`src/sv/vbb_pkg.sv`:
```
`timescale 1ns / 1ps
// vbb_pkg: shared widths, the box record and the per-axis scaling functions
// for the vertex bounding box block. No dependencies.
package vbb_pkg;

  // coordinate width and its extreme values
  localparam int COORD_BITS = 16;
  localparam logic signed [COORD_BITS-1:0] COORD_MAX = {1'b0, {(COORD_BITS-1){1'b1}}};
  localparam logic signed [COORD_BITS-1:0] COORD_MIN = {1'b1, {(COORD_BITS-1){1'b0}}};

  // register and result widths
  localparam int SCALE_W  = 16;
  localparam int CENTER_W = 22;
  localparam int HALF_W   = 21;
  localparam int FRAC_SHIFT = 11;
  localparam int MIN_HALF   = 13;

  // product widths, wide enough for the full product and the output slice
  localparam int CPROD_W = (COORD_BITS + SCALE_W + 2 > CENTER_W + FRAC_SHIFT + 1) ?
                           COORD_BITS + SCALE_W + 2 : CENTER_W + FRAC_SHIFT + 1;
  localparam int HPROD_W = (COORD_BITS + SCALE_W > HALF_W + FRAC_SHIFT) ?
                           COORD_BITS + SCALE_W : HALF_W + FRAC_SHIFT;

  // box of one finished vertex set
  typedef struct packed {
    logic                          seen;
    logic signed [COORD_BITS-1:0]  lo_x;
    logic signed [COORD_BITS-1:0]  lo_y;
    logic signed [COORD_BITS-1:0]  lo_z;
    logic signed [COORD_BITS-1:0]  hi_x;
    logic signed [COORD_BITS-1:0]  hi_y;
    logic signed [COORD_BITS-1:0]  hi_z;
  } box_t;

  // floor((lo + hi) * scale / 2048), kept to the center width
  function automatic logic [CENTER_W-1:0] axis_center(
    input logic signed [COORD_BITS-1:0] lo,
    input logic signed [COORD_BITS-1:0] hi,
    input logic [SCALE_W-1:0]           scale
  );
    logic signed [CPROD_W-1:0] sum;
    logic signed [CPROD_W-1:0] scl;
    logic signed [CPROD_W-1:0] prod;
    sum  = CPROD_W'(lo) + CPROD_W'(hi);
    scl  = CPROD_W'({1'b0, scale});
    prod = sum * scl;
    prod = prod >>> FRAC_SHIFT;
    return prod[CENTER_W-1:0];
  endfunction

  // floor((hi - lo) * scale / 2048), raised to the minimum half extent
  function automatic logic [HALF_W-1:0] axis_half(
    input logic signed [COORD_BITS-1:0] lo,
    input logic signed [COORD_BITS-1:0] hi,
    input logic [SCALE_W-1:0]           scale
  );
    logic signed [HPROD_W-1:0] diff;
    logic [HPROD_W-1:0]        prod;
    diff = HPROD_W'(hi) - HPROD_W'(lo);
    prod = HPROD_W'(unsigned'(diff)) * HPROD_W'(scale);
    prod = prod >> FRAC_SHIFT;
    if (prod < HPROD_W'(MIN_HALF)) begin
      prod = HPROD_W'(MIN_HALF);
    end
    return prod[HALF_W-1:0];
  endfunction

endpackage

```
`src/sv/vbb_out_if.sv`:
```
`timescale 1ns / 1ps
// vbb_out_if: result channel of the bounding box block, one box per item.
// Depends on vbb_pkg.
interface vbb_out_if import vbb_pkg::*; ();
  logic                       valid;
  logic                       ready;
  logic                       found;
  logic signed [CENTER_W-1:0] center_x;
  logic signed [CENTER_W-1:0] center_y;
  logic signed [CENTER_W-1:0] center_z;
  logic [HALF_W-1:0]          half_x;
  logic [HALF_W-1:0]          half_y;
  logic [HALF_W-1:0]          half_z;

  modport source (output valid, found, center_x, center_y, center_z,
                  half_x, half_y, half_z, input ready);
  modport sink   (input valid, found, center_x, center_y, center_z,
                  half_x, half_y, half_z, output ready);
endinterface

```
`src/sv/vbb_scale.sv`:
```
`timescale 1ns / 1ps
// vbb_scale: scales a finished box into center and half extents and holds
// the result register. Depends on vbb_pkg and vbb_out_if.
module vbb_scale import vbb_pkg::*; (
  input  logic               clk,
  input  logic               rst,
  input  logic               box_valid,
  input  box_t               box,
  output logic               box_ready,
  input  logic [SCALE_W-1:0] scale_q,
  vbb_out_if.source          out_ch
);

  logic                       valid;
  logic                       found;
  logic [CENTER_W-1:0]        center_x, center_y, center_z;
  logic [HALF_W-1:0]          half_x, half_y, half_z;
  logic                       found_next;
  logic                       load;

  assign box_ready  = !valid || out_ch.ready;
  assign load       = box_valid && box_ready;
  assign found_next = box.seen && (scale_q != '0);

  // result valid
  always_ff @(posedge clk) begin
    if (rst) begin
      valid <= 1'b0;
    end else if (box_ready) begin
      valid <= box_valid;
    end
  end

  // result payload, zero when nothing was found
  always_ff @(posedge clk) begin
    if (load) begin
      found <= found_next;
      if (found_next) begin
        center_x <= axis_center(box.lo_x, box.hi_x, scale_q);
        center_y <= axis_center(box.lo_y, box.hi_y, scale_q);
        center_z <= axis_center(box.lo_z, box.hi_z, scale_q);
        half_x   <= axis_half(box.lo_x, box.hi_x, scale_q);
        half_y   <= axis_half(box.lo_y, box.hi_y, scale_q);
        half_z   <= axis_half(box.lo_z, box.hi_z, scale_q);
      end else begin
        center_x <= '0;
        center_y <= '0;
        center_z <= '0;
        half_x   <= '0;
        half_y   <= '0;
        half_z   <= '0;
      end
    end
  end

  assign out_ch.valid    = valid;
  assign out_ch.found    = found;
  assign out_ch.center_x = signed'(center_x);
  assign out_ch.center_y = signed'(center_y);
  assign out_ch.center_z = signed'(center_z);
  assign out_ch.half_x   = half_x;
  assign out_ch.half_y   = half_y;
  assign out_ch.half_z   = half_z;

endmodule

```
`src/flat_wrapper.sv`:
```
// flat-port wrapper written by rule: the top's interface ports become plain ports
module vbb_scale_flat import vbb_pkg::*;
  (clk, rst, box_valid, box, box_ready, scale_q, out_ch_valid, out_ch_found, out_ch_center_x, out_ch_center_y, out_ch_center_z, out_ch_half_x, out_ch_half_y, out_ch_half_z, out_ch_ready);
  vbb_out_if out_ch_i ();
  input  logic clk;
  input  logic rst;
  input  logic box_valid;
  input  box_t box;
  output logic box_ready;
  input  logic [SCALE_W-1:0] scale_q;
  output wire logic [$bits(out_ch_i.valid)-1:0] out_ch_valid;
  output wire logic [$bits(out_ch_i.found)-1:0] out_ch_found;
  output wire logic [$bits(out_ch_i.center_x)-1:0] out_ch_center_x;
  output wire logic [$bits(out_ch_i.center_y)-1:0] out_ch_center_y;
  output wire logic [$bits(out_ch_i.center_z)-1:0] out_ch_center_z;
  output wire logic [$bits(out_ch_i.half_x)-1:0] out_ch_half_x;
  output wire logic [$bits(out_ch_i.half_y)-1:0] out_ch_half_y;
  output wire logic [$bits(out_ch_i.half_z)-1:0] out_ch_half_z;
  input wire logic [$bits(out_ch_i.ready)-1:0] out_ch_ready;
  assign out_ch_valid = out_ch_i.valid;
  assign out_ch_found = out_ch_i.found;
  assign out_ch_center_x = out_ch_i.center_x;
  assign out_ch_center_y = out_ch_i.center_y;
  assign out_ch_center_z = out_ch_i.center_z;
  assign out_ch_half_x = out_ch_i.half_x;
  assign out_ch_half_y = out_ch_i.half_y;
  assign out_ch_half_z = out_ch_i.half_z;
  assign out_ch_i.ready = out_ch_ready;
  vbb_scale u_core (.clk(clk), .rst(rst), .box_valid(box_valid), .box(box), .box_ready(box_ready), .scale_q(scale_q), .out_ch(out_ch_i));
endmodule
```
`config.mk`:
```
export PLATFORM = sky130hd
export DESIGN_NAME = vbb_scale_flat
export DESIGN_NICKNAME = d
export VERILOG_FILES = /design/src/sv/vbb_pkg.sv /design/src/sv/vbb_out_if.sv /design/src/sv/vbb_scale.sv /design/src/flat_wrapper.sv
export SDC_FILE = /design/constraint.sdc
export NUM_CORES = 2
export LEC_CHECK = 0
export ABC_AREA = 0
export BUFFER_PORTS_ARGS = -buffer_cell sky130_fd_sc_hd__buf_2
export CAP_MARGIN = 30
export CELL_PAD_IN_SITES_DETAIL_PLACEMENT = 0
export CELL_PAD_IN_SITES_GLOBAL_PLACEMENT = 1
export CORE_MARGIN = 2
export CORE_UTILIZATION = 35
export CTS_CLUSTER_DIAMETER = 200
export DETAILED_ROUTE_END_ITERATION = 8
export HOLD_SLACK_MARGIN = 0.05
export PLACE_DENSITY = 0.65
export SETUP_SLACK_MARGIN = 0.15
export SYNTH_ARGS = -nofsm -noshare
export SYNTH_HDL_FRONTEND = slang
export SYNTH_SLANG_ARGS = --single-unit
```
`constraint.sdc`:
```
create_clock -name clk -period 11.2 [get_ports clk]
set_input_delay 1.12 -clock clk [delete_from_list [all_inputs] [get_ports clk]]
set_output_delay 1.12 -clock clk [all_outputs]
set_load 0.05 [all_outputs]
```
==> flow_summary.toml <==
[run_status]
status = "finished, final reports clean"

[clock_tree]
numCtsBuffers = 17
path_clk_slew_ns = 0.10
cts-resized-gates = 0
cts_htree_levels = 4
cts_buffer_depth = 2
clk_latency_ns = 0.58
ctsHoldBuffers = 0
cts_tree = "built"
cts.sinks = 131
post-cts-setup-buffer-count = 0
cts_root_buf = "clkbuf_16"

[flow_run]
drv_cap = 0

[critical_path]
crit_family = "adder cells"
worst_setup_path_end_kind = "flop"
path_buf_inv = 7
cp_max_fo = 11
r2r-start = "u_core.out_ch.valid$_SDFFE_PP0N_"
crit_slowest_cell = "o41ai_2"
r2r_cells = 4
cp-start-kind = "primary input"
reg2reg_slack_ns = 8.98
cpPeakStageDelay_ns = 0.73
cp.arrival_ns = 10.51
worstPathRequired_ns = 11.50
critical_path_class = "primary input to flop"
reg2reg_to = "u_core.out_ch.center_x[14]$_SDFFCE_PN0P_"
crit_top_cell = "fa_1"

[logic_synthesis]
synthFlopType = "edfxtp_1"
yosysMostFrequentCell = "inv_1"
syn_inst = 8023
yosysWarnings = 0
yosys-top-cells-area = "fa_1 45%, inv_1 10%, ha_1 9.3%"
synth_common_cells = "1903 x inv_1, 1611 x fa_1, 1021 x nand2_1"
synth_top_area_share_pct = 45.4
synth-seq-cells = 131
avgSynthCellArea_um2 = 8.86
syn_nets = 10300
synth-edff-count = 130
synthArstFlopShare_pct = 0
yosys.area.top_type = "fa_1"
seq_area_frac_synth_pct = 5.52
syn_area_um2 = 71100
synth_cell_type_count = 90

[finish]
drive_gt1_share_pct = 6.41
utilization_pct = 37.7
final_nets = 10300
design_area_um2 = 76300
area.growth.synth_to_final_pct = 7.30

[grt]
grt_pass1_wl_um = 346000
grt_max_degree = 85
antenna_found_initial = 9
grt_pass1_vias = 58500
gr-usage-all-layers_pct = 21.8
grt-ovfl-total = 0

[route]
ant_nets = 0
vias = 53400
drt_first_pass_iters = 5
vias_per_cell = 4.98
totalWireLength_um = 218000
wl_per_cell_um = 20.3
drt_iter0_drc = 3198
drc = 0

[placed_design]
dpl.hpwl_um = 173000
io_buffers = 248
place_area_um2 = 75700
gp_congestion = 0.861

[hold_path]
min_to = "u_core.out_ch.valid$_SDFFE_PP0N_"
holdPathStages = 2
hp-start = "u_core.out_ch.valid$_SDFFE_PP0N_"
hp-class = "flop to flop"

[sta]
fin_skew_ns = 0.0323
worstMarginPinSlew_ns = 1.04
fin_crit_ns = 10.21
finalSetupViolCount = 0
maxSlewHeadroom_pct = 30.9
rsz0062_at_grt = "false"
drv_slew = 0
hold_ws_ns = 0.528
max_freq_mhz = 97.9
hold_viol = 0
period_share_pct = 91.2
setup_tns_ns = 0

[die]
core-area_um2 = 202000
die_area_um2 = 207000
initial_core_util_pct = 35.2
top_level_ports = 249
die_x_um = 455
chipHeight_um = 455
num_rows = 165
state kept, by name, indices dropped and copies added (netlist names):
name                    cells
u_core.out_ch.center_x     22
u_core.out_ch.center_y     22
u_core.out_ch.center_z     22
u_core.out_ch.found         1
u_core.out_ch.half_x       21
u_core.out_ch.half_y       21
u_core.out_ch.half_z       21
u_core.out_ch.valid         1
worst max path at each step:
stage	from	endpoint	slack, ns	cells past startpoint
2_1_floorplan	box[49]	u_core.out_ch.half_z[1]$_SDFFCE_PP0P_	1.51	34
3_3_place_gp	box[65]	u_core.out_ch.half_y[10]$_SDFFCE_PP0P_	0.55	33
3_5_place_dp	box[16]	u_core.out_ch.half_y[1]$_SDFFCE_PP0P_	0.42	33
4_1_cts	box[16]	u_core.out_ch.half_y[9]$_SDFFCE_PP0P_	1.07	33
5_1_grt	box[16]	u_core.out_ch.half_y[6]$_SDFFCE_PP0P_	0.39	33
6_report	box[16]	u_core.out_ch.half_y[9]$_SDFFCE_PP0P_	0.99	33
through the flow:
step / setup WS [ns] / instances
after detailed placement: 0.417 / 10700
after global placement: 0.547 / 10700
after global routing: 0.394 / 10700
final: 0.985 / 10700
after CTS: 1.07 / 10700
after floorplan: 1.51 / 8023
final cells by class:
| type | count | area [um^2] |
|---|---|---|
| fill | 20500 | 126000 |
| multi-input combinational | 5573 | 58600 |
| inverter | 1904 | 7150 |
| sequential | 131 | 3920 |
| tap | 2672 | 3340 |
| timing repair buffer | 412 | 2670 |
| clock buffer | 17 | 425 |
| clock inverter | 15 | 144 |
| antenna | 4 | 10.0 |
kinds of logic (layout without fill, tap and decap cells):
kind of cell / Yosys count / after routing / synth area share [%]
other: 0 / 4 / 0
DFF: 131 / 131 / 5.52
muxes: 24 / 24 / 0.356
adders and majority gates: 2150 / 2150 / 54.8
buffers and inverters: 2319 / 2348 / 12.2
and+or+nand+nor: 2482 / 2482 / 17.3
AOI/OAI and AO/OA: 668 / 668 / 6.62
xor gates and xnor gates: 249 / 249 / 3.09
worst register-to-register path, stage by stage (launching register included):
cell      delay (ns)
dfxtp_1         0.32
nand2b_1        0.10
and2_4          0.44
buf_12          0.27
buf_4           0.61
metal layers:
layer / GRT usage, % / vias up / part of all wire, %
met3: 2.36 / 196 / 4.1
met5: 0 / - / 0.0060
met4: 5.86 / 2 / 2.6
li1: - / 24100 / -
met1: 29.1 / 27900 / 44
met2: 37.5 / 1213 / 49
cell usage in the layout (no fill, tap or decap), types with 12 or more instances in the layout:
cell type	instances
o21a_1	32
nor2_1	227
xor2_1	68
a311oi_1	28
o2111ai_1	21
o31ai_1	12
fa_1	1611
o21bai_1	20
nor2b_1	136
buf_2	233
nor3_1	86
or3_1	19
mux2i_1	14
a211oi_1	26
nand4_1	51
clkbuf_16	17
a21boi_0	13
and3_1	53
o211ai_1	27
o21ai_0	87
nand2b_1	102
nand3_1	68
o221ai_1	27
nor3b_1	30
a31oi_1	32
inv_1	1903
a21o_1	47
nand2_1	1020
ha_1	528
buf_4	164
a21oi_1	148
edfxtp_1	130
and2_1	628
o22ai_1	23
xnor2_1	169
Power is left out: the tool's default activity adds up to more than one toggle a clock period on the data nets, which glitch-free logic cannot reach.
