<file path="config.mk">
export PLATFORM = sky130hd
export DESIGN_NAME = vbb_accum_flat
export DESIGN_NICKNAME = d
export VERILOG_FILES = /design/src/sv/vbb_pkg.sv /design/src/sv/vbb_in_if.sv /design/src/sv/vbb_accum.sv /design/src/flat_wrapper.sv
export SDC_FILE = /design/constraint.sdc
export NUM_CORES = 1
export LEC_CHECK = 0
export BUFFER_PORTS_ARGS = -buffer_cell sky130_fd_sc_hd__buf_2
export CAP_MARGIN = 20
export CORE_MARGIN = 2
export CORE_UTILIZATION = 35
export CTS_BUF_LIST = sky130_fd_sc_hd__clkbuf_4 sky130_fd_sc_hd__clkbuf_8
export DETAILED_ROUTE_END_ITERATION = 16
export GPL_ROUTABILITY_DRIVEN = 0
export HOLD_SLACK_MARGIN = 0.03
export PLACE_DENSITY = 0.62
export SETUP_SLACK_MARGIN = 0.4
export SYNTH_ARGS = -nofsm -noshare
export SYNTH_HDL_FRONTEND = slang
export SYNTH_SLANG_ARGS = --single-unit
</file>
<file path="constraint.sdc">
create_clock -name clk -period 9.7 [get_ports clk]
set_input_delay 1.94 -clock clk [delete_from_list [all_inputs] [get_ports clk]]
set_output_delay 1.94 -clock clk [all_outputs]
set_load 0.05 [all_outputs]
</file>
<file path="src/sv/vbb_pkg.sv">
`timescale 1ns / 1ps
// vbb_pkg: shared widths, the box record and the per-axis scaling functions
// for the vertex bounding box block. No dependencies.
package vbb_pkg;

  // coordinate width and its extreme values
  localparam int COORD_BITS = 16;
  localparam logic signed [COORD_BITS-1:0] COORD_MAX = {1'b0, {(COORD_BITS-1){1'b1}}};
  localparam logic signed [COORD_BITS-1:0] COORD_MIN = {1'b1, {(COORD_BITS-1){1'b0}}};

  // register and result widths
  localparam int SCALE_W  = 16;
  localparam int CENTER_W = 22;
  localparam int HALF_W   = 21;
  localparam int FRAC_SHIFT = 11;
  localparam int MIN_HALF   = 13;

  // product widths, wide enough for the full product and the output slice
  localparam int CPROD_W = (COORD_BITS + SCALE_W + 2 > CENTER_W + FRAC_SHIFT + 1) ?
                           COORD_BITS + SCALE_W + 2 : CENTER_W + FRAC_SHIFT + 1;
  localparam int HPROD_W = (COORD_BITS + SCALE_W > HALF_W + FRAC_SHIFT) ?
                           COORD_BITS + SCALE_W : HALF_W + FRAC_SHIFT;

  // box of one finished vertex set
  typedef struct packed {
    logic                          seen;
    logic signed [COORD_BITS-1:0]  lo_x;
    logic signed [COORD_BITS-1:0]  lo_y;
    logic signed [COORD_BITS-1:0]  lo_z;
    logic signed [COORD_BITS-1:0]  hi_x;
    logic signed [COORD_BITS-1:0]  hi_y;
    logic signed [COORD_BITS-1:0]  hi_z;
  } box_t;

  // floor((lo + hi) * scale / 2048), kept to the center width
  function automatic logic [CENTER_W-1:0] axis_center(
    input logic signed [COORD_BITS-1:0] lo,
    input logic signed [COORD_BITS-1:0] hi,
    input logic [SCALE_W-1:0]           scale
  );
    logic signed [CPROD_W-1:0] sum;
    logic signed [CPROD_W-1:0] scl;
    logic signed [CPROD_W-1:0] prod;
    sum  = CPROD_W'(lo) + CPROD_W'(hi);
    scl  = CPROD_W'({1'b0, scale});
    prod = sum * scl;
    prod = prod >>> FRAC_SHIFT;
    return prod[CENTER_W-1:0];
  endfunction

  // floor((hi - lo) * scale / 2048), raised to the minimum half extent
  function automatic logic [HALF_W-1:0] axis_half(
    input logic signed [COORD_BITS-1:0] lo,
    input logic signed [COORD_BITS-1:0] hi,
    input logic [SCALE_W-1:0]           scale
  );
    logic signed [HPROD_W-1:0] diff;
    logic [HPROD_W-1:0]        prod;
    diff = HPROD_W'(hi) - HPROD_W'(lo);
    prod = HPROD_W'(unsigned'(diff)) * HPROD_W'(scale);
    prod = prod >> FRAC_SHIFT;
    if (prod < HPROD_W'(MIN_HALF)) begin
      prod = HPROD_W'(MIN_HALF);
    end
    return prod[HALF_W-1:0];
  endfunction

endpackage

</file>
<file path="src/sv/vbb_in_if.sv">
`timescale 1ns / 1ps
// vbb_in_if: input channel of the bounding box block, one vertex per item.
// Depends on vbb_pkg.
interface vbb_in_if import vbb_pkg::*; ();
  logic                         valid;
  logic                         ready;
  logic                         has_vertex;
  logic signed [COORD_BITS-1:0] vertex_x;
  logic signed [COORD_BITS-1:0] vertex_y;
  logic signed [COORD_BITS-1:0] vertex_z;
  logic                         last;

  modport source (output valid, has_vertex, vertex_x, vertex_y, vertex_z, last,
                  input ready);
  modport sink   (input valid, has_vertex, vertex_x, vertex_y, vertex_z, last,
                  output ready);
endinterface

</file>
<file path="src/sv/vbb_accum.sv">
`timescale 1ns / 1ps
// vbb_accum: running per-axis min/max and the registered box of a finished set.
// Depends on vbb_pkg and vbb_in_if.
module vbb_accum import vbb_pkg::*; (
  input  logic      clk,
  input  logic      rst,
  vbb_in_if.sink    in_ch,
  output logic      box_valid,
  output box_t      box,
  input  logic      box_ready
);

  logic signed [COORD_BITS-1:0] lo_x, lo_y, lo_z;
  logic signed [COORD_BITS-1:0] hi_x, hi_y, hi_z;
  logic                         seen;
  logic                         accept;
  box_t                         merged;

  // take a new item whenever the box register is free or draining
  assign in_ch.ready = !box_valid || box_ready;
  assign accept      = in_ch.valid && in_ch.ready;

  // fold the incoming vertex into the running box
  always_comb begin
    merged.seen = seen;
    merged.lo_x = lo_x;
    merged.lo_y = lo_y;
    merged.lo_z = lo_z;
    merged.hi_x = hi_x;
    merged.hi_y = hi_y;
    merged.hi_z = hi_z;
    if (in_ch.has_vertex) begin
      merged.seen = 1'b1;
      if (in_ch.vertex_x < lo_x) merged.lo_x = in_ch.vertex_x;
      if (in_ch.vertex_y < lo_y) merged.lo_y = in_ch.vertex_y;
      if (in_ch.vertex_z < lo_z) merged.lo_z = in_ch.vertex_z;
      if (in_ch.vertex_x > hi_x) merged.hi_x = in_ch.vertex_x;
      if (in_ch.vertex_y > hi_y) merged.hi_y = in_ch.vertex_y;
      if (in_ch.vertex_z > hi_z) merged.hi_z = in_ch.vertex_z;
    end
  end

  // running state, cleared after the last item of a set
  always_ff @(posedge clk) begin
    if (rst || (accept && in_ch.last)) begin
      lo_x <= COORD_MAX;
      lo_y <= COORD_MAX;
      lo_z <= COORD_MAX;
      hi_x <= COORD_MIN;
      hi_y <= COORD_MIN;
      hi_z <= COORD_MIN;
      seen <= 1'b0;
    end else if (accept) begin
      lo_x <= merged.lo_x;
      lo_y <= merged.lo_y;
      lo_z <= merged.lo_z;
      hi_x <= merged.hi_x;
      hi_y <= merged.hi_y;
      hi_z <= merged.hi_z;
      seen <= merged.seen;
    end
  end

  // box register handshake: load on a last item, hold while not drained
  always_ff @(posedge clk) begin
    if (rst) begin
      box_valid <= 1'b0;
    end else begin
      box_valid <= (accept && in_ch.last) || (box_valid && !box_ready);
    end
  end

  // box payload
  always_ff @(posedge clk) begin
    if (accept && in_ch.last) begin
      box <= merged;
    end
  end

endmodule

</file>
<file path="src/flat_wrapper.sv">
// flat-port wrapper written by rule: the top's interface ports become plain ports
module vbb_accum_flat import vbb_pkg::*;
  (clk, rst, box_valid, box, box_ready, in_ch_valid, in_ch_has_vertex, in_ch_vertex_x, in_ch_vertex_y, in_ch_vertex_z, in_ch_last, in_ch_ready);
  vbb_in_if in_ch_i ();
  input  logic clk;
  input  logic rst;
  output logic box_valid;
  output box_t box;
  input  logic box_ready;
  input wire logic [$bits(in_ch_i.valid)-1:0] in_ch_valid;
  input wire logic [$bits(in_ch_i.has_vertex)-1:0] in_ch_has_vertex;
  input wire logic [$bits(in_ch_i.vertex_x)-1:0] in_ch_vertex_x;
  input wire logic [$bits(in_ch_i.vertex_y)-1:0] in_ch_vertex_y;
  input wire logic [$bits(in_ch_i.vertex_z)-1:0] in_ch_vertex_z;
  input wire logic [$bits(in_ch_i.last)-1:0] in_ch_last;
  output wire logic [$bits(in_ch_i.ready)-1:0] in_ch_ready;
  assign in_ch_i.valid = in_ch_valid;
  assign in_ch_i.has_vertex = in_ch_has_vertex;
  assign in_ch_i.vertex_x = in_ch_vertex_x;
  assign in_ch_i.vertex_y = in_ch_vertex_y;
  assign in_ch_i.vertex_z = in_ch_vertex_z;
  assign in_ch_i.last = in_ch_last;
  assign in_ch_ready = in_ch_i.ready;
  vbb_accum u_core (.clk(clk), .rst(rst), .in_ch(in_ch_i), .box_valid(box_valid), .box(box), .box_ready(box_ready));
endmodule
</file>
==> reports/results.ini, run 1 <==
[min_path]
whs_endpoint = u_core.seen$_SDFFE_PP0P_
min_from = u_core.seen$_SDFFE_PP0P_
min_path_cells = 2
hold_path.class = reg2reg

[cts]
cts-root-buf = clkbuf_8
cts_max_level = 4
cts_setup_buffers = 0
ctsLongestPathBuffers = 2
clkTransAtPathRegs_ps = 100
cts.repair.resized = 0
worstSkewPairLatency_ps = 490
cts_tree = yes
cts_buffers = 17
cts_sinks = 195
cts_hold_buf = 0

[placed_design]
dp_hpwl_mm = 17.1
placed_area_sq_um = 11700
port-buffer-count = 152

[sta]
setup_viol = 0
relSlewSlack_pct = 28.2
worstMarginPinSlew_ps = 1070
drv_slew = 0
post-route-period-util_pct = 46.5
hold_viol = 0
setup_tns_ps = 0
rsz0062_at_grt = no
min_period_ps = 4510
fmax_mhz = 222
worst_clock_skew_ps = 26.0

[floorplanning]
die_h_um = 178
coreArea_sq_um = 29700
initial_core_util_pct = 35.7
dieArea_sq_um = 31700
rows = 63
die_w_um = 178
boundaryPins = 153

[cells_and_area]
antenna-diode-count = 0
regArea_sq_um = 4870
drive_gt1_share_pct = 27.3
final_cell_area_sq_um = 12100
fillers = 2900
multi_input_area_sq_um = 5160
fin_nets = 1285
syn_to_final_growth_pct = 14.5

[grt]
grt.met1_usage_pct = 20.7
met2_usage_pct = 26.5
grt_most_used_layer = met2
grt_pass1_vias = 7391
grt_max_degree = 66
gr-usage-met3_pct = 2.79
grt_pass1_wl_mm = 38.8
grt_overflow = 0
antenna_found_initial = 0
gr-usage-all-layers_pct = 15.8

[setup_path]
r2r-end = u_core.box[41]$_DFFE_PP_
critical-path-slowest-cell = buf_2
crit_type = in2out
cp_top_family = buffers and inverters
worstPathCellList = buf_2 -> nand2b_1 -> buf_2
cp_common_cell = buf_2
worstRegToRegCells = 9
start_kind = input port
crit_cells = 3
r2r_start = u_core.hi_x[15]$_SDFFE_PP1P_
crit_fanout = 6
critPathBufInv = 2
max_stage_delay_ps = 320
cp-end-kind = output pin
worstPathRequired_ps = 7760
regToRegSetupSlack_ps = 6430
cp.arrival_ps = 2570

[power_and_ir_drop]
p_per_area_nw_per_um2 = 152
vdd_drop_max_mv = 0.0662
leakagePower_uw = 0.00510
fin_total_pwr_uw = 1850

[detailed_routing]
wl_per_cell_um = 16.0
viasPerCell = 4.92
vias = 7585
dr.first_iter.drc_count = 386
first_pass_iters = 6
drt_wl_total_mm = 24.7
remaining_drc_errors = 0
ant_nets = 0

[synthesis]
synth_nets = 1145
ys_warn_count = 0
netlist_area_sq_um = 10600
synth_ff_type = dfxtp_1
synth_top_cell_area_share_pct = 27.5
synthTopCellsByCount = 126 x nand2_1, 98 x dfxtp_1, 97 x edfxtp_1, 96 x inv_1, 93 x ha_1
synth_area_leader_cell = edfxtp_1
synth_cells = 998
avgSynthCellArea_sq_um = 10.6
yosysMostFrequentCell = nand2_1
synthTopCellsByArea = edfxtp_1 27%, dfxtp_1 18%, ha_1 11%
async_flop_share_pct = 0
synth-seq-area-share_pct = 46.0
yosysUniqueCellTypes = 59
synth_edf_count = 97
synth-seq-cells = 195

[status]
status = finished, final reports clean

[flow_run]
cap_violations = 0

-- registers in the layout, summed over array words and instances (netlist names) --
register          flops
u_core.lo_z          16
u_core.box_valid      1
u_core.hi_x          16
u_core.lo_y          16
u_core.lo_x          16
u_core.seen           1
u_core.hi_y          16
u_core.box           97
u_core.hi_z          16
-- tightest hold or removal path: stages, from the launching register on --
cell and delay, ps:
dfxtp_1 340, nor2_1 40, nor2_1 70
-- cells in the final DEF (no fill, tap or decap), types with 2 or more instances in the layout --
cell,count
dfxtp_1,98
clkinv_4,6
nand4_1,9
o21ai_0,25
a211oi_4,2
buf_4,7
nor3_1,3
buf_2,152
mux2_2,88
nor3b_1,3
nor2b_1,4
mux2i_1,80
o211ai_1,4
a221oi_1,2
clkinvlp_4,3
a21oi_1,34
o31ai_1,2
nand3b_1,4
and4_1,5
bufinv_16,2
inv_6,2
a21o_1,5
ha_1,93
nor2_1,79
a31oi_1,4
nand2_1,126
or2_2,3
nand2b_1,6
mux2_4,11
nor3_4,2
a211o_1,5
nor4_1,5
o221ai_1,2
clkbuf_8,18
inv_1,95
edfxtp_1,97
nand3_1,37
-- per-stage QoR --
| step | setup WS [ps] | hold WS [ps] | util [%] | instances |
|---|---|---|---|---|
| floorplan | 3860 | 433 | - | 998 |
| global placement | 4730 | 442 | 39.4 | 1507 |
| detailed placement | 4820 | 451 | 39.4 | 1508 |
| CTS | 5190 | 478 | 40.8 | 1540 |
| global route | 5150 | 493 | 40.9 | 1541 |
| finish | 5190 | 476 | 40.9 | 1541 |
-- kinds of logic (layout without fill, tap and decap cells) --
kind of cell               after synthesis  count (layout)  share of synthesized area [%]
adders and majority gates               93              93                           11.0
buffers and inverters                  136             289                           5.53
DFF                                    195             195                           46.0
and+or+nand+nor                        294             294                           12.6
muxes                                  181             181                           18.8
AOI/OAI and AO/OA                       99              99                           6.15
-- final cells by class --
class / count / area share (%)
clock buffers: 19 / 2.10
clock inverters: 13 / 1.26
inverters: 96 / 2.99
multi-input cells: 667 / 42.5
flip-flops and latches: 195 / 40.1
well taps: 390 / 4.02
repair buffers: 161 / 7.01
-- power breakdown --
| group | internal [uW] | switching, uW |
|---|---|---|
| clock network | 243 | 318 |
| logic | 131 | 231 |
| registers | 910 | 17.8 |
-- layer usage --
metal / wire length [um] / up-vias
li1: - / 3782
met1: 11700 / 3621
met2: 11800 / 163
met3: 952 / 19
met4: 307 / 0
met5: 0 / -
-- worst max-delay path by stage --
stage,slack [ps],end,from
2_1_floorplan,3860,u_core.lo_x[10]$_SDFFE_PP1P_,box_ready
5_1_grt,5150,in_ch_ready,box_ready
3_3_place_gp,4730,u_core.box[83]$_DFFE_PP_,in_ch_vertex_x[15]
6_report,5190,in_ch_ready,box_ready
4_1_cts,5190,in_ch_ready,box_ready
3_5_place_dp,4820,u_core.box[18]$_DFFE_PP_,in_ch_vertex_y[15]
Power figures use the tool's default switching activity.
==> run 2, diff against run 1 <==
--- a/config.mk
+++ b/config.mk
@@ -5,6 +5,7 @@
 export SDC_FILE = /design/constraint.sdc
 export NUM_CORES = 1
 export LEC_CHECK = 0
+export ABC_AREA = 1
 export BUFFER_PORTS_ARGS = -buffer_cell sky130_fd_sc_hd__buf_2
 export CAP_MARGIN = 20
 export CORE_MARGIN = 2
@@ -13,7 +14,7 @@
 export DETAILED_ROUTE_END_ITERATION = 16
 export GPL_ROUTABILITY_DRIVEN = 0
 export HOLD_SLACK_MARGIN = 0.03
-export PLACE_DENSITY = 0.62
+export PLACE_DENSITY = 0.64
 export SETUP_SLACK_MARGIN = 0.4
 export SYNTH_ARGS = -nofsm -noshare
 export SYNTH_HDL_FRONTEND = slang
==> constraint.sdc (replaced) <==
create_clock -name clk -period 3.9 [get_ports clk]
set_input_delay 0.78 -clock clk [delete_from_list [all_inputs] [get_ports clk]]
set_output_delay 0.78 -clock clk [all_outputs]
set_load 0.05 [all_outputs]
==> run 2 against run 1 <==
- sequential cell count stayed put
- worst setup slack got worse by 4000 ps
- routed wire length grew 16%
- largest cell class unchanged
- sequential share of layout area down 2.1 points
==> reports/results.ini, run 2 <==
[grt]
grt_overflow = 0  ; unchanged
grt_max_degree = 98  ; was 66
antenna_found_initial = 0  ; unchanged
grt_pass1_vias = 9295  ; was 7391
grt_pass1_wl_mm = 46.5  ; was 38.8 mm
gr-usage-all-layers_pct = 17.4  ; was 15.8%

[sta]
setup_tns_ps = 0  ; unchanged
relSlewSlack_pct = 32.6  ; was 28.2%
drv_slew = 0  ; unchanged
setup_viol = 0  ; unchanged
fmax_mhz = 370
post-route-period-util_pct = 69.2
min_period_ps = 2700
hold_viol = 0  ; unchanged
rsz0062_at_grt = no  ; unchanged
worst_clock_skew_ps = 26.0  ; about the same
worstMarginPinSlew_ps = 1010  ; was 1070 ps

[detailed_routing]
ant_nets = 0  ; unchanged
highest_layer = met4  ; unchanged
remaining_drc_errors = 0  ; unchanged
m1WireLength_mm = 12.8  ; was 11.7 mm
drt_wl_total_mm = 28.6  ; was 24.7 mm
wl_met2_mm = 13.9  ; was 11.8 mm
met3_length_mm = 1.39  ; was 952 um
first_pass_iters = 5  ; was 6
vias = 9397  ; was 7585
dr.first_iter.drc_count = 544  ; was 386
wl_per_cell_um = 15.0  ; was 16.0 um
viasPerCell = 4.94  ; was 4.92

[synthesis]
yosysMostFrequentCell = nand2_1  ; unchanged
synthXorXnorAreaFrac_pct = 0  ; unchanged
synth-seq-cells = 195  ; unchanged
synthTopCellsByArea = edfxtp_1 26%, dfxtp_1 17%, ha_1 10%  ; was edfxtp_1 27%, dfxtp_1 18%, ha_1 11%
synth_area_leader_cell = edfxtp_1  ; unchanged
synth_ff_type = dfxtp_1  ; unchanged
muxShareOfSynthArea_pct = 0  ; was 18.8%
synth_simple_gate_area_share_pct = 28.6  ; was 12.6%
synth-seq-area-share_pct = 42.9  ; was 46.0%
synth_top_family_by_area = simple AND/OR/NAND/NOR gates  ; was multiplexers
async_flop_share_pct = 0  ; unchanged
synth-adder-area-share_pct = 10.2  ; was 11.0%
synth_top_cell_area_share_pct = 25.6  ; was 27.5%
synth_compound_area_share_pct = 7.31  ; was 6.15%
yosysUniqueCellTypes = 35  ; was 59
synth_nets = 1510  ; was 1145
synth_cells = 1363  ; was 998
synth_edf_count = 97  ; unchanged
avgSynthCellArea_sq_um = 8.33  ; was 10.6 sq um
ys_warn_count = 0  ; unchanged
synthTopCellsByCount = 302 x nand2_1, 221 x inv_1, 128 x a21oi_1, 112 x nand3_1, 98 x dfxtp_1  ; was 126 x nand2_1, 98 x dfxtp_1, 97 x edfxtp_1, 96 x inv_1, 93 x ha_1
netlist_area_sq_um = 11400  ; was 10600 sq um

[cells_and_area]
fillers = 3187  ; was 2900
layout_common_cells = 300 x nand2_1, 220 x inv_1, 152 x buf_2  ; was 152 x buf_2, 126 x nand2_1, 98 x dfxtp_1
drive_gt1_share_pct = 18.7  ; was 27.3%
post-route-util_pct = 40.4  ; was 40.9%
fin_nets = 1635  ; was 1285
top_register = u_core.box  ; unchanged
syn_to_final_growth_pct = 12.7  ; was 14.5%
largest_register_ffs = 97  ; unchanged
antenna-diode-count = 0  ; unchanged
mostFrequentLayoutCell = nand2_1  ; was buf_2

[floorplanning]
boundaryPins = 153  ; unchanged
rows = 65  ; was 63
initial_core_util_pct = 35.8  ; was 35.7%
coreArea_sq_um = 31700  ; was 29700 sq um
dieArea_sq_um = 33900  ; was 31700 sq um
die_w_um = 184  ; was 178 um
die_h_um = 184  ; was 178 um

[setup_path]
crit_fanout = 17  ; was 6
worstPathRequired_ps = 4160  ; was 7760 ps
start_kind = input port  ; unchanged
cp-end-kind = flip-flop  ; was output pin
cp.arrival_ps = 2960  ; was 2570 ps
crit_type = in2reg  ; was in2out

[cts]
cts_setup_buffers = 0  ; unchanged
cts.repair.resized = 0  ; unchanged
cts_max_level = 4  ; unchanged
cts_sinks = 195  ; unchanged
cts_tree = yes  ; unchanged
cts_hold_buf = 0  ; unchanged
ctsLongestPathBuffers = 2  ; unchanged
cts-root-buf = clkbuf_8  ; unchanged
clkTransAtPathRegs_ps = 100  ; about the same
worstSkewPairLatency_ps = 510  ; was 490 ps
cts_buffers = 17  ; unchanged

[status]
status = finished, final reports clean  ; unchanged

[flow_run]
cap_violations = 0  ; unchanged

[power_and_ir_drop]
vdd_drop_max_mv = 0.220  ; was 0.0662 mV
leakagePower_uw = 0.00650  ; was 0.00510 uW
p_per_area_nw_per_um2 = 400  ; was 152 nW/um^2

[min_path]
hold_path.class = reg2reg  ; unchanged

[placed_design]
dp_hpwl_mm = 19.6  ; was 17.1 mm
port-buffer-count = 152  ; unchanged

==> run 2: report_power, final <==
| group | switching, uW | total, uW | leakage [uW] | internal, uW |
|---|---|---|---|---|
| clock network | 770 | 1430 | 0.000204 | 658 |
| registers | 68.8 | 2390 | 0.00171 | 2320 |
| logic | 919 | 1310 | 0.00458 | 386 |
| total | 1760 | 5120 | 0.00650 | 3360 |
==> run 2: metrics by stage <==
stage | instances | power (uW) | setup slack [ps] | hold WS, ps | area [sq um]
after CTS | 1903 | 5190 | 1170 | 466 | 12800
after detailed placement | 1871 | 3740 | 695 | 451 | 12400
after floorplan | 1363 | 3440 | 466 | 431 | 11400
after global placement | 1871 | 3710 | 733 | 444 | 12400
after global routing | 1903 | 5430 | 952 | 491 | 12800
final | 1903 | 5120 | 1200 | 462 | 12800
==> run 2: path summary, 6_finish.rpt <==
path	slack, ps	cells past startpoint	from	endpoint
max	1200	11	in_ch_vertex_x[3]	u_core.box[47]$_DFFE_PP_
min	460	2	u_core.seen$_SDFFE_PP0P_	u_core.seen$_SDFFE_PP0P_
max reg2reg	1210	8	u_core.hi_z[7]$_SDFFE_PP0P_	u_core.box[14]$_DFFE_PP_
min reg2reg	460	2	u_core.seen$_SDFFE_PP0P_	u_core.seen$_SDFFE_PP0P_
==> run 2: metal layers <==
metal | GRT usage, % | vias to the layer above
li1 | - | 4741
met1 | 21.5 | 4407
met2 | 30.2 | 220
met3 | 3.60 | 29
met4 | 5.66 | 0
met5 | 0 | -
==> run 2: worst max-delay path, stage by stage <==
cell,delay (ps)
buf_2,130
ha_1,310
a21oi_1,150
o21ai_0,150
nand2_1,90
nand2_1,50
nand2_1,90
nand3_2,350
nand3_2,550
nand2_1,130
and2_1,160
==> run 2: layout make-up <==
class	instances	area, sq um	share of cell area, %
tap	402	503	3.93
clock buffer	20	256	2.00
multi-input combinational	884	5280	41.2
clock inverter	12	158	1.23
timing repair buffer	162	873	6.82
sequential	195	4870	38.1
inverter	228	857	6.69
==> run 2: kinds of logic after synthesis <==
family,count (synthesis)
and+or+nand+nor,634
DFF,195
adders and majority gates,93
buffers and inverters,284
AOI/OAI and AO/OA,157
